### src/sv/fcl_pkg.sv
`timescale 1ns / 1ps
// ----------------------------------------------------------------------------
// fcl_pkg
// Shared widths, register map and the fault priority encoder for the
// fault-code LED flasher.
// ----------------------------------------------------------------------------
package fcl_pkg;

    localparam int FLAG_W          = 16;
    localparam int CODE_W          = 5;
    localparam int TOG_W           = 6;
    localparam int PAUSE_W         = 8;
    localparam int FAULT_BITS_DEF  = 16;

    localparam int APB_ADDR_W      = 3;
    localparam int APB_DATA_W      = 32;

    localparam logic [PAUSE_W-1:0] PAUSE_RESET = 8'd10;

    // register index, taken from paddr above the byte lanes
    typedef enum logic [0:0] {
        REG_PAUSE_TICKS = 1'b0
    } t_reg_idx;

    // lowest set bit at position k gives code k+1; no bit gives code 0
    function automatic logic [CODE_W-1:0] fault_code(input logic [FLAG_W-1:0] flags);
        logic [CODE_W-1:0] code;
        code = '0;
        for (int k = FLAG_W - 1; k >= 0; k--) begin
            if (flags[k]) begin
                code = CODE_W'(k + 1);
            end
        end
        return code;
    endfunction

endpackage

### src/sv/fcl_if.sv
`timescale 1ns / 1ps
// ----------------------------------------------------------------------------
// fcl_if
// Valid/ready channels of the flasher: fault bitmap in, LED level out.
// ----------------------------------------------------------------------------
interface fcl_flags_if
    import fcl_pkg::*;
();
    logic              valid;
    logic              ready;
    logic [FLAG_W-1:0] fault_flags;

    modport source (output valid, output fault_flags, input ready);
    modport sink   (input valid, input fault_flags, output ready);
endinterface

interface fcl_led_if
    import fcl_pkg::*;
();
    logic              valid;
    logic              ready;
    logic              led_on;
    logic [CODE_W-1:0] shown_code;

    modport source (output valid, output led_on, output shown_code, input ready);
    modport sink   (input valid, input led_on, input shown_code, output ready);
endinterface

### src/sv/fault_code_led_flasher.sv
`timescale 1ns / 1ps
// Fault-code LED flasher. Every beat on i_flags is one flash tick carrying the
// active fault bitmap; every tick yields exactly one beat on o_led with the LED
// level after that tick and the blink code in use. The lowest set fault bit k
// selects code k+1 (bits at or above FAULT_BITS are ignored). With no fault the
// LED toggles every tick. With a fault the LED stays dark for pause_ticks ticks,
// then flashes the code (2*code toggles), goes dark and pauses again. Throughput
// is one tick per clock while o_led is not stalled; each tick passes two
// registers, the input register and the result register, with the state update
// between them. The pause register sits at APB byte address 0; the user must
// write it only while no tick is in flight, as the block does not enforce this.
// ----------------------------------------------------------------------------
// fault_code_led_flasher
// Input register, single-pass blink state update, result register, APB
// configuration of the inter-burst pause.
// ----------------------------------------------------------------------------
module fault_code_led_flasher
    import fcl_pkg::*;
#(
    parameter int FAULT_BITS = FAULT_BITS_DEF
) (
    input  logic                  i_clk,
    input  logic                  i_rst_n,
    fcl_flags_if.sink             i_flags,
    fcl_led_if.source             o_led,
    input  logic                  psel,
    input  logic                  penable,
    input  logic                  pwrite,
    input  logic [APB_ADDR_W-1:0] paddr,
    input  logic [APB_DATA_W-1:0] pwdata,
    output logic [APB_DATA_W-1:0] prdata,
    output logic                  pready
);

    // only the low FAULT_BITS bits of the bitmap take part, capped at the port width
    localparam int LP_USED = (FAULT_BITS < FLAG_W) ? FAULT_BITS : FLAG_W;

    // ---- configuration ----------------------------------------------------
    logic [PAUSE_W-1:0] r_pause_ticks;
    t_reg_idx           cfg_idx;
    logic               cfg_hit;
    logic               cfg_wr;

    // decode the word index; byte lanes inside a word are don't-care
    assign cfg_hit = (paddr[APB_ADDR_W-1:2] == 1'(REG_PAUSE_TICKS));
    assign cfg_idx = t_reg_idx'(paddr[2]);
    assign cfg_wr  = psel && penable && pwrite && pready && cfg_hit;
    assign pready  = 1'b1;

    always_comb begin
        prdata = '0;
        unique case (cfg_idx)
            REG_PAUSE_TICKS: prdata = cfg_hit ? APB_DATA_W'(r_pause_ticks) : '0;
            default:         prdata = '0;
        endcase
    end

    always_ff @(posedge i_clk) begin
        if (!i_rst_n) begin
            r_pause_ticks <= PAUSE_RESET;
        end else if (cfg_wr) begin
            r_pause_ticks <= pwdata[PAUSE_W-1:0];
        end
    end

    // ---- input register ---------------------------------------------------
    logic              r_in_valid;
    logic [FLAG_W-1:0] r_in_flags;
    logic              out_free;
    logic              advance;

    // a result slot is free when empty or being drained this cycle
    assign out_free      = !o_led.valid || o_led.ready;
    assign advance       = r_in_valid && out_free;
    assign i_flags.ready = !r_in_valid || out_free;

    always_ff @(posedge i_clk) begin
        if (!i_rst_n) begin
            r_in_valid <= 1'b0;
        end else if (i_flags.ready) begin
            r_in_valid <= i_flags.valid;
        end
    end

    always_ff @(posedge i_clk) begin
        if (i_flags.valid && i_flags.ready) begin
            r_in_flags <= i_flags.fault_flags;
        end
    end

    // ---- blink state update -----------------------------------------------
    logic                r_led_level;
    logic [CODE_W-1:0]   r_blink_code;
    logic [TOG_W-1:0]    r_toggles_left;
    logic [PAUSE_W-1:0]  r_pause_left;

    logic                n_led_level;
    logic [CODE_W-1:0]   n_blink_code;
    logic [TOG_W-1:0]    n_toggles_left;
    logic [PAUSE_W-1:0]  n_pause_left;

    logic [FLAG_W-1:0]   flags_m;
    logic [TOG_W-1:0]    tog_load;

    always_comb begin
        for (int k = 0; k < FLAG_W; k++) begin
            flags_m[k] = (k < LP_USED) ? r_in_flags[k] : 1'b0;
        end
    end

    always_comb begin
        n_led_level    = r_led_level;
        n_blink_code   = r_blink_code;
        n_toggles_left = r_toggles_left;
        n_pause_left   = r_pause_left;
        tog_load       = r_toggles_left;

        // latch the highest-priority code, or drop to no fault and rearm the pause
        if (flags_m != '0) begin
            n_blink_code = fault_code(flags_m);
        end else begin
            n_blink_code = '0;
            n_pause_left = r_pause_ticks;
        end

        priority if (n_blink_code == '0) begin
            // idle heartbeat: toggle every tick
            n_led_level = !r_led_level;
        end else if (n_pause_left != '0) begin
            // dark gap between bursts
            n_pause_left = n_pause_left - 1'b1;
            n_led_level  = 1'b0;
        end else begin
            // start a burst from dark, or resume a burst left unfinished
            if (r_toggles_left == '0) begin
                tog_load    = {n_blink_code, 1'b0};
                n_led_level = 1'b1;
            end else begin
                n_led_level = !r_led_level;
            end
            n_toggles_left = tog_load - 1'b1;
            // burst done: force dark and rearm the pause
            if (n_toggles_left == '0) begin
                n_pause_left = r_pause_ticks;
                n_led_level  = 1'b0;
            end
        end
    end

    always_ff @(posedge i_clk) begin
        if (!i_rst_n) begin
            r_led_level    <= 1'b0;
            r_blink_code   <= '0;
            r_toggles_left <= '0;
            r_pause_left   <= '0;
        end else if (advance) begin
            r_led_level    <= n_led_level;
            r_blink_code   <= n_blink_code;
            r_toggles_left <= n_toggles_left;
            r_pause_left   <= n_pause_left;
        end
    end

    // ---- result register --------------------------------------------------
    logic              r_out_valid;
    logic              r_out_led;
    logic [CODE_W-1:0] r_out_code;

    always_ff @(posedge i_clk) begin
        if (!i_rst_n) begin
            r_out_valid <= 1'b0;
        end else if (out_free) begin
            r_out_valid <= r_in_valid;
        end
    end

    always_ff @(posedge i_clk) begin
        if (advance) begin
            r_out_led  <= n_led_level;
            r_out_code <= n_blink_code;
        end
    end

    assign o_led.valid      = r_out_valid;
    assign o_led.led_on     = r_out_led;
    assign o_led.shown_code = r_out_code;

`ifndef ASSERT_OFF
    // a latched code always names a fault bit in range
    a_code_range: assert property (@(posedge i_clk) disable iff (!i_rst_n)
        r_blink_code <= CODE_W'(LP_USED))
        else $error("blink code out of range");

    // a fault-free tick clears the code and rearms the pause
    a_clear_rearm: assert property (@(posedge i_clk) disable iff (!i_rst_n)
        (advance && flags_m == '0) |=>
            (r_blink_code == '0 && r_pause_left == $past(r_pause_ticks)))
        else $error("fault-free tick did not rearm pause");

    // while the pause runs down the LED is dark in the result
    a_dark_pause: assert property (@(posedge i_clk) disable iff (!i_rst_n)
        (advance && n_blink_code != '0 && n_pause_left != '0) |=> !r_out_led)
        else $error("LED lit during pause");

    // a stalled result holds the input stage full
    a_stall_backs_up: assert property (@(posedge i_clk) disable iff (!i_rst_n)
        !i_flags.ready |-> (r_in_valid && o_led.valid && !o_led.ready))
        else $error("input stalled without a full pipeline");
`endif

endmodule

### src/flat_wrapper.sv
// flat-port wrapper written by rule: the top's interface ports become plain ports
module fault_code_led_flasher_flat import fcl_pkg::*;
#(
    parameter int FAULT_BITS = FAULT_BITS_DEF
)
  (i_clk, i_rst_n, psel, penable, pwrite, paddr, pwdata, prdata, pready, i_flags_valid, i_flags_fault_flags, i_flags_ready, o_led_valid, o_led_led_on, o_led_shown_code, o_led_ready);
  fcl_flags_if i_flags_i ();
  fcl_led_if o_led_i ();
  input  logic i_clk;
  input  logic i_rst_n;
  input  logic psel;
  input  logic penable;
  input  logic pwrite;
  input  logic [APB_ADDR_W-1:0] paddr;
  input  logic [APB_DATA_W-1:0] pwdata;
  output logic [APB_DATA_W-1:0] prdata;
  output logic pready;
  input wire logic [$bits(i_flags_i.valid)-1:0] i_flags_valid;
  input wire logic [$bits(i_flags_i.fault_flags)-1:0] i_flags_fault_flags;
  output wire logic [$bits(i_flags_i.ready)-1:0] i_flags_ready;
  output wire logic [$bits(o_led_i.valid)-1:0] o_led_valid;
  output wire logic [$bits(o_led_i.led_on)-1:0] o_led_led_on;
  output wire logic [$bits(o_led_i.shown_code)-1:0] o_led_shown_code;
  input wire logic [$bits(o_led_i.ready)-1:0] o_led_ready;
  assign i_flags_i.valid = i_flags_valid;
  assign i_flags_i.fault_flags = i_flags_fault_flags;
  assign i_flags_ready = i_flags_i.ready;
  assign o_led_valid = o_led_i.valid;
  assign o_led_led_on = o_led_i.led_on;
  assign o_led_shown_code = o_led_i.shown_code;
  assign o_led_i.ready = o_led_ready;
  fault_code_led_flasher #(.FAULT_BITS(FAULT_BITS)) u_core (.i_clk(i_clk), .i_rst_n(i_rst_n), .i_flags(i_flags_i), .o_led(o_led_i), .psel(psel), .penable(penable), .pwrite(pwrite), .paddr(paddr), .pwdata(pwdata), .prdata(prdata), .pready(pready));
endmodule
### config.mk
export PLATFORM = sky130hd
export DESIGN_NAME = fault_code_led_flasher_flat
export DESIGN_NICKNAME = d
export VERILOG_FILES = /design/src/sv/fcl_pkg.sv /design/src/sv/fcl_if.sv /design/src/sv/fault_code_led_flasher.sv /design/src/flat_wrapper.sv
export SDC_FILE = /design/constraint.sdc
export NUM_CORES = 1
export LEC_CHECK = 0
export BUFFER_PORTS_ARGS = -buffer_cell sky130_fd_sc_hd__buf_4
export CORE_MARGIN = 5
export CORE_UTILIZATION = 29
export CTS_CLUSTER_DIAMETER = 30
export DETAILED_ROUTE_END_ITERATION = 12
export HOLD_SLACK_MARGIN = 0.06
export RECOVER_POWER = 50
export SKIP_LAST_GASP = 1
export SLEW_MARGIN = 0
export SYNTH_ARGS = -nofsm -noshare
export SYNTH_HDL_FRONTEND = slang
export SYNTH_SLANG_ARGS = --single-unit
export TNS_END_PERCENT = 10
### constraint.sdc
create_clock -name i_clk -period 6.6 [get_ports i_clk]
set_input_delay 1.32 -clock i_clk [delete_from_list [all_inputs] [get_ports i_clk]]
set_output_delay 1.32 -clock i_clk [all_outputs]
set_load 0.005 [all_outputs]
==> impl_metrics.toml <==
[status]
status = "finished, final reports clean"

[drt]
wl_met1_microns = 2891
via_per_inst = 4.947
drt_first_pass_iters = 4
dr_total_vias = 2251
dr.max_layer_used = "met4"
antenna_left = 0
drt_iter0_drc = 187
wirelength_microns = 6253
drt-wirelength-per-cell_microns = 13.74
wl_met2_microns = 2918
drc = 0
route.met3.wl_microns = 347

[clock_network]
post_cts_buffers = 0
cts.sinks = 47
cts_root_buf = "clkbuf_8"
ctsHtreeMaxLevel = 2
cts_buffers = 5
cts_resized = 0
holdBufCountCts = 0
cts_tree = "done"
clock_latency_ps = 300
clk_pin_slew_worst_paths_ps = 90
clockBufferDepth = 2

[die]
core-area_sq_um = 9196
die_w_microns = 106.7
fp.dieH_microns = 106.7
rows = 35
ios = 99
start_util = 0.2948
dieArea_sq_um = 11380

[worst_setup_path]
reg2reg_slack_ps = 2690
rr_worst_depth = 11
cp.arrival_ps = 4160
r2r-end = "u_core.r_pause_left[4]$_SDFFE_PN0P_"
rr_startpoint = "u_core.flags_m[6]$_DFFE_PP_"
start_kind = "flip-flop"
crit_required_ps = 6850
end_kind = "flip-flop"
worstSetupPathType = "reg -> reg"
cp_max_fo = 9

[global_routing]
grtUsageTotal = 0.1112
grt_max_degree = 23
antenna_found_initial = 0
gr-total-overflow = 0
grt_pass1_vias = 2197
grt_pass1_wl_microns = 10470

[timing]
fin_tns_setup_ps = 0
tightest_slew_ps = 988.9
timing.slew.headroom = 0.3404
hold_viol_final = 0
period_minus_slack_ps = 3911
clock_skew_ps = 8.941
finalSetupViolCount = 0
max_freq_mhz = 255.7
grt_setup_unrepaired = "false"
final.period_utilization = 0.5925
drv_slew = 0

[yosys]
synthArstFlopShare = 0
synthFlopType = "dfxtp_1"
avgSynthCellArea_sq_um = 9.098
synthDistinctLibCells = 62
ys.warnings.count = 0
netlist_area_sq_um = 2711
synthCells = 298
synth_seq_cells = 47
synth_edf_count = 22
yosysSeqAreaShare = 0.4282

[finish]
final_nets = 405
fin_cells = 455
diodes = 0
fillers = 920
syn_to_final_growth_pct = 16.24
drive_above_1_share = 0.1686
final_common_cell = "nor2_1"
final_cell_mix = "36 x nor2_1, 30 x nand2_1, 25 x conb_1, 25 x dfxtp_1"

[min_path]
hold_depth = 2
hold_start = "u_core.r_pause_ticks[0]$_SDFFE_PN0P_"
worst_hold_path_type = "reg -> reg"
hold_end = "u_core.r_pause_ticks[0]$_SDFFE_PN0P_"

[flow_run]
maxCapViolCount = 0

[power]
peakVddDrop_mv = 0.08797
power_density_nw_per_um2 = 235.9
leakage_nw = 1.232

[place]
finalWeightedCongestion = 0.8114
dp_hpwl_microns = 4743
place_inst = 447
port_buffers = 47
-- layout make-up --
type	count	area, sq um	share of cell area
well taps	111	138.9	0.04407
repair buffers	48	341.6	0.1084
inverters	9	33.78	0.01072
clock buffers	8	102.6	0.03255
flip-flops and latches	47	1161	0.3684
multi-input cells	232	1374	0.4359
-- cells by family after synthesis --
logic type | count (synthesis) | share of synthesized area
simple gates | 127 | 0.2515
compound gates | 69 | 0.1823
flops | 47 | 0.4282
buf+inv | 42 | 0.09322
xor+xnor | 5 | 0.01615
fa+ha+maj | 4 | 0.01846
other cells | 2 | 0.002770
mux | 2 | 0.007384
-- flip-flops by register name, indices dropped and copies added, names as in the netlist, 5 cells and up --
signal and count:
u_core.flags_m 16, u_core.r_pause_left 8, u_core.r_pause_ticks 8, u_core.r_toggles_left 6
u_core.o_led.shown_code 5
-- worst max path at each step --
stage	startpoint	slack (ps)	endpoint
floorplan	u_core.flags_m[10]$_DFFE_PP_	3400	u_core.r_pause_left[4]$_SDFFE_PN0P_
global placement	u_core.flags_m[10]$_DFFE_PP_	2970	u_core.r_pause_left[4]$_SDFFE_PN0P_
detailed placement	u_core.flags_m[10]$_DFFE_PP_	2860	u_core.r_pause_left[4]$_SDFFE_PN0P_
CTS	u_core.flags_m[10]$_DFFE_PP_	2850	u_core.r_pause_left[4]$_SDFFE_PN0P_
global route	u_core.flags_m[6]$_DFFE_PP_	2350	u_core.r_toggles_left[4]$_SDFFE_PN0P_
finish	u_core.flags_m[6]$_DFFE_PP_	2690	u_core.r_pause_left[4]$_SDFFE_PN0P_
-- power breakdown --
part | internal [mW] | switching [mW]
combinational | 0.0812 | 0.119
sequential | 0.326 | 0.0190
clock | 0.0997 | 0.0991
-- per-layer routing --
layer | GRT usage | vias to the layer above
li1 | - | 1127
met1 | 0.1465 | 1042
met2 | 0.1848 | 74
met3 | 0.01626 | 8
met4 | 0.04110 | 0
met5 | 0 | -
-- cell usage after synthesis, drive strengths merged, types with 3 or more instances --
cell type  instances  area share
ha                 4       0.018
nand3             13       0.024
or4                4       0.012
o21ai             10       0.018
dfxtp             25        0.18
xnor2              3      0.0097
a211oi             5       0.014
or3                3      0.0088
nand4              4      0.0092
buf               26       0.071
nand2b             3      0.0069
nor2b             12       0.028
clkbuf             7      0.0097
a21oi             19       0.035
nor3               5       0.011
edfxtp            22        0.24
nand2             30       0.042
inv                9       0.012
a31oi              5       0.017
nor2              36       0.050
o211ai             3       0.010
nor4               5       0.022
o221ai             4       0.013
and2               4      0.0092
-- critical path: stages, from the launching register on --
cell	delay (ps)
edfxtp_1	450
nor4_1	700
nand4b_4	250
nor2_1	600
mux2i_1	330
ha_1	190
nor2b_1	280
o211ai_2	240
o21ai_1	290
a2111oi_0	130
a211o_1	310
nor2_1	90
-- metrics by stage --
step / instance area (sq um) / total power [mW] / setup WS (ps) / hold slack, ps / util
global route: 3152 / 0.7863 / 2348 / 528.3 / 0.3427
global placement: 3078 / 0.5484 / 2972 / 468.9 / 0.3347
finish: 3152 / 0.7434 / 2689 / 489.3 / 0.3427
floorplan: 2798 / 0.5049 / 3403 / 449.7 / -
detailed placement: 3078 / 0.5523 / 2864 / 474.6 / 0.3347
CTS: 3181 / 0.7490 / 2850 / 486.9 / 0.3459
(Power assumes the default switching activity.)
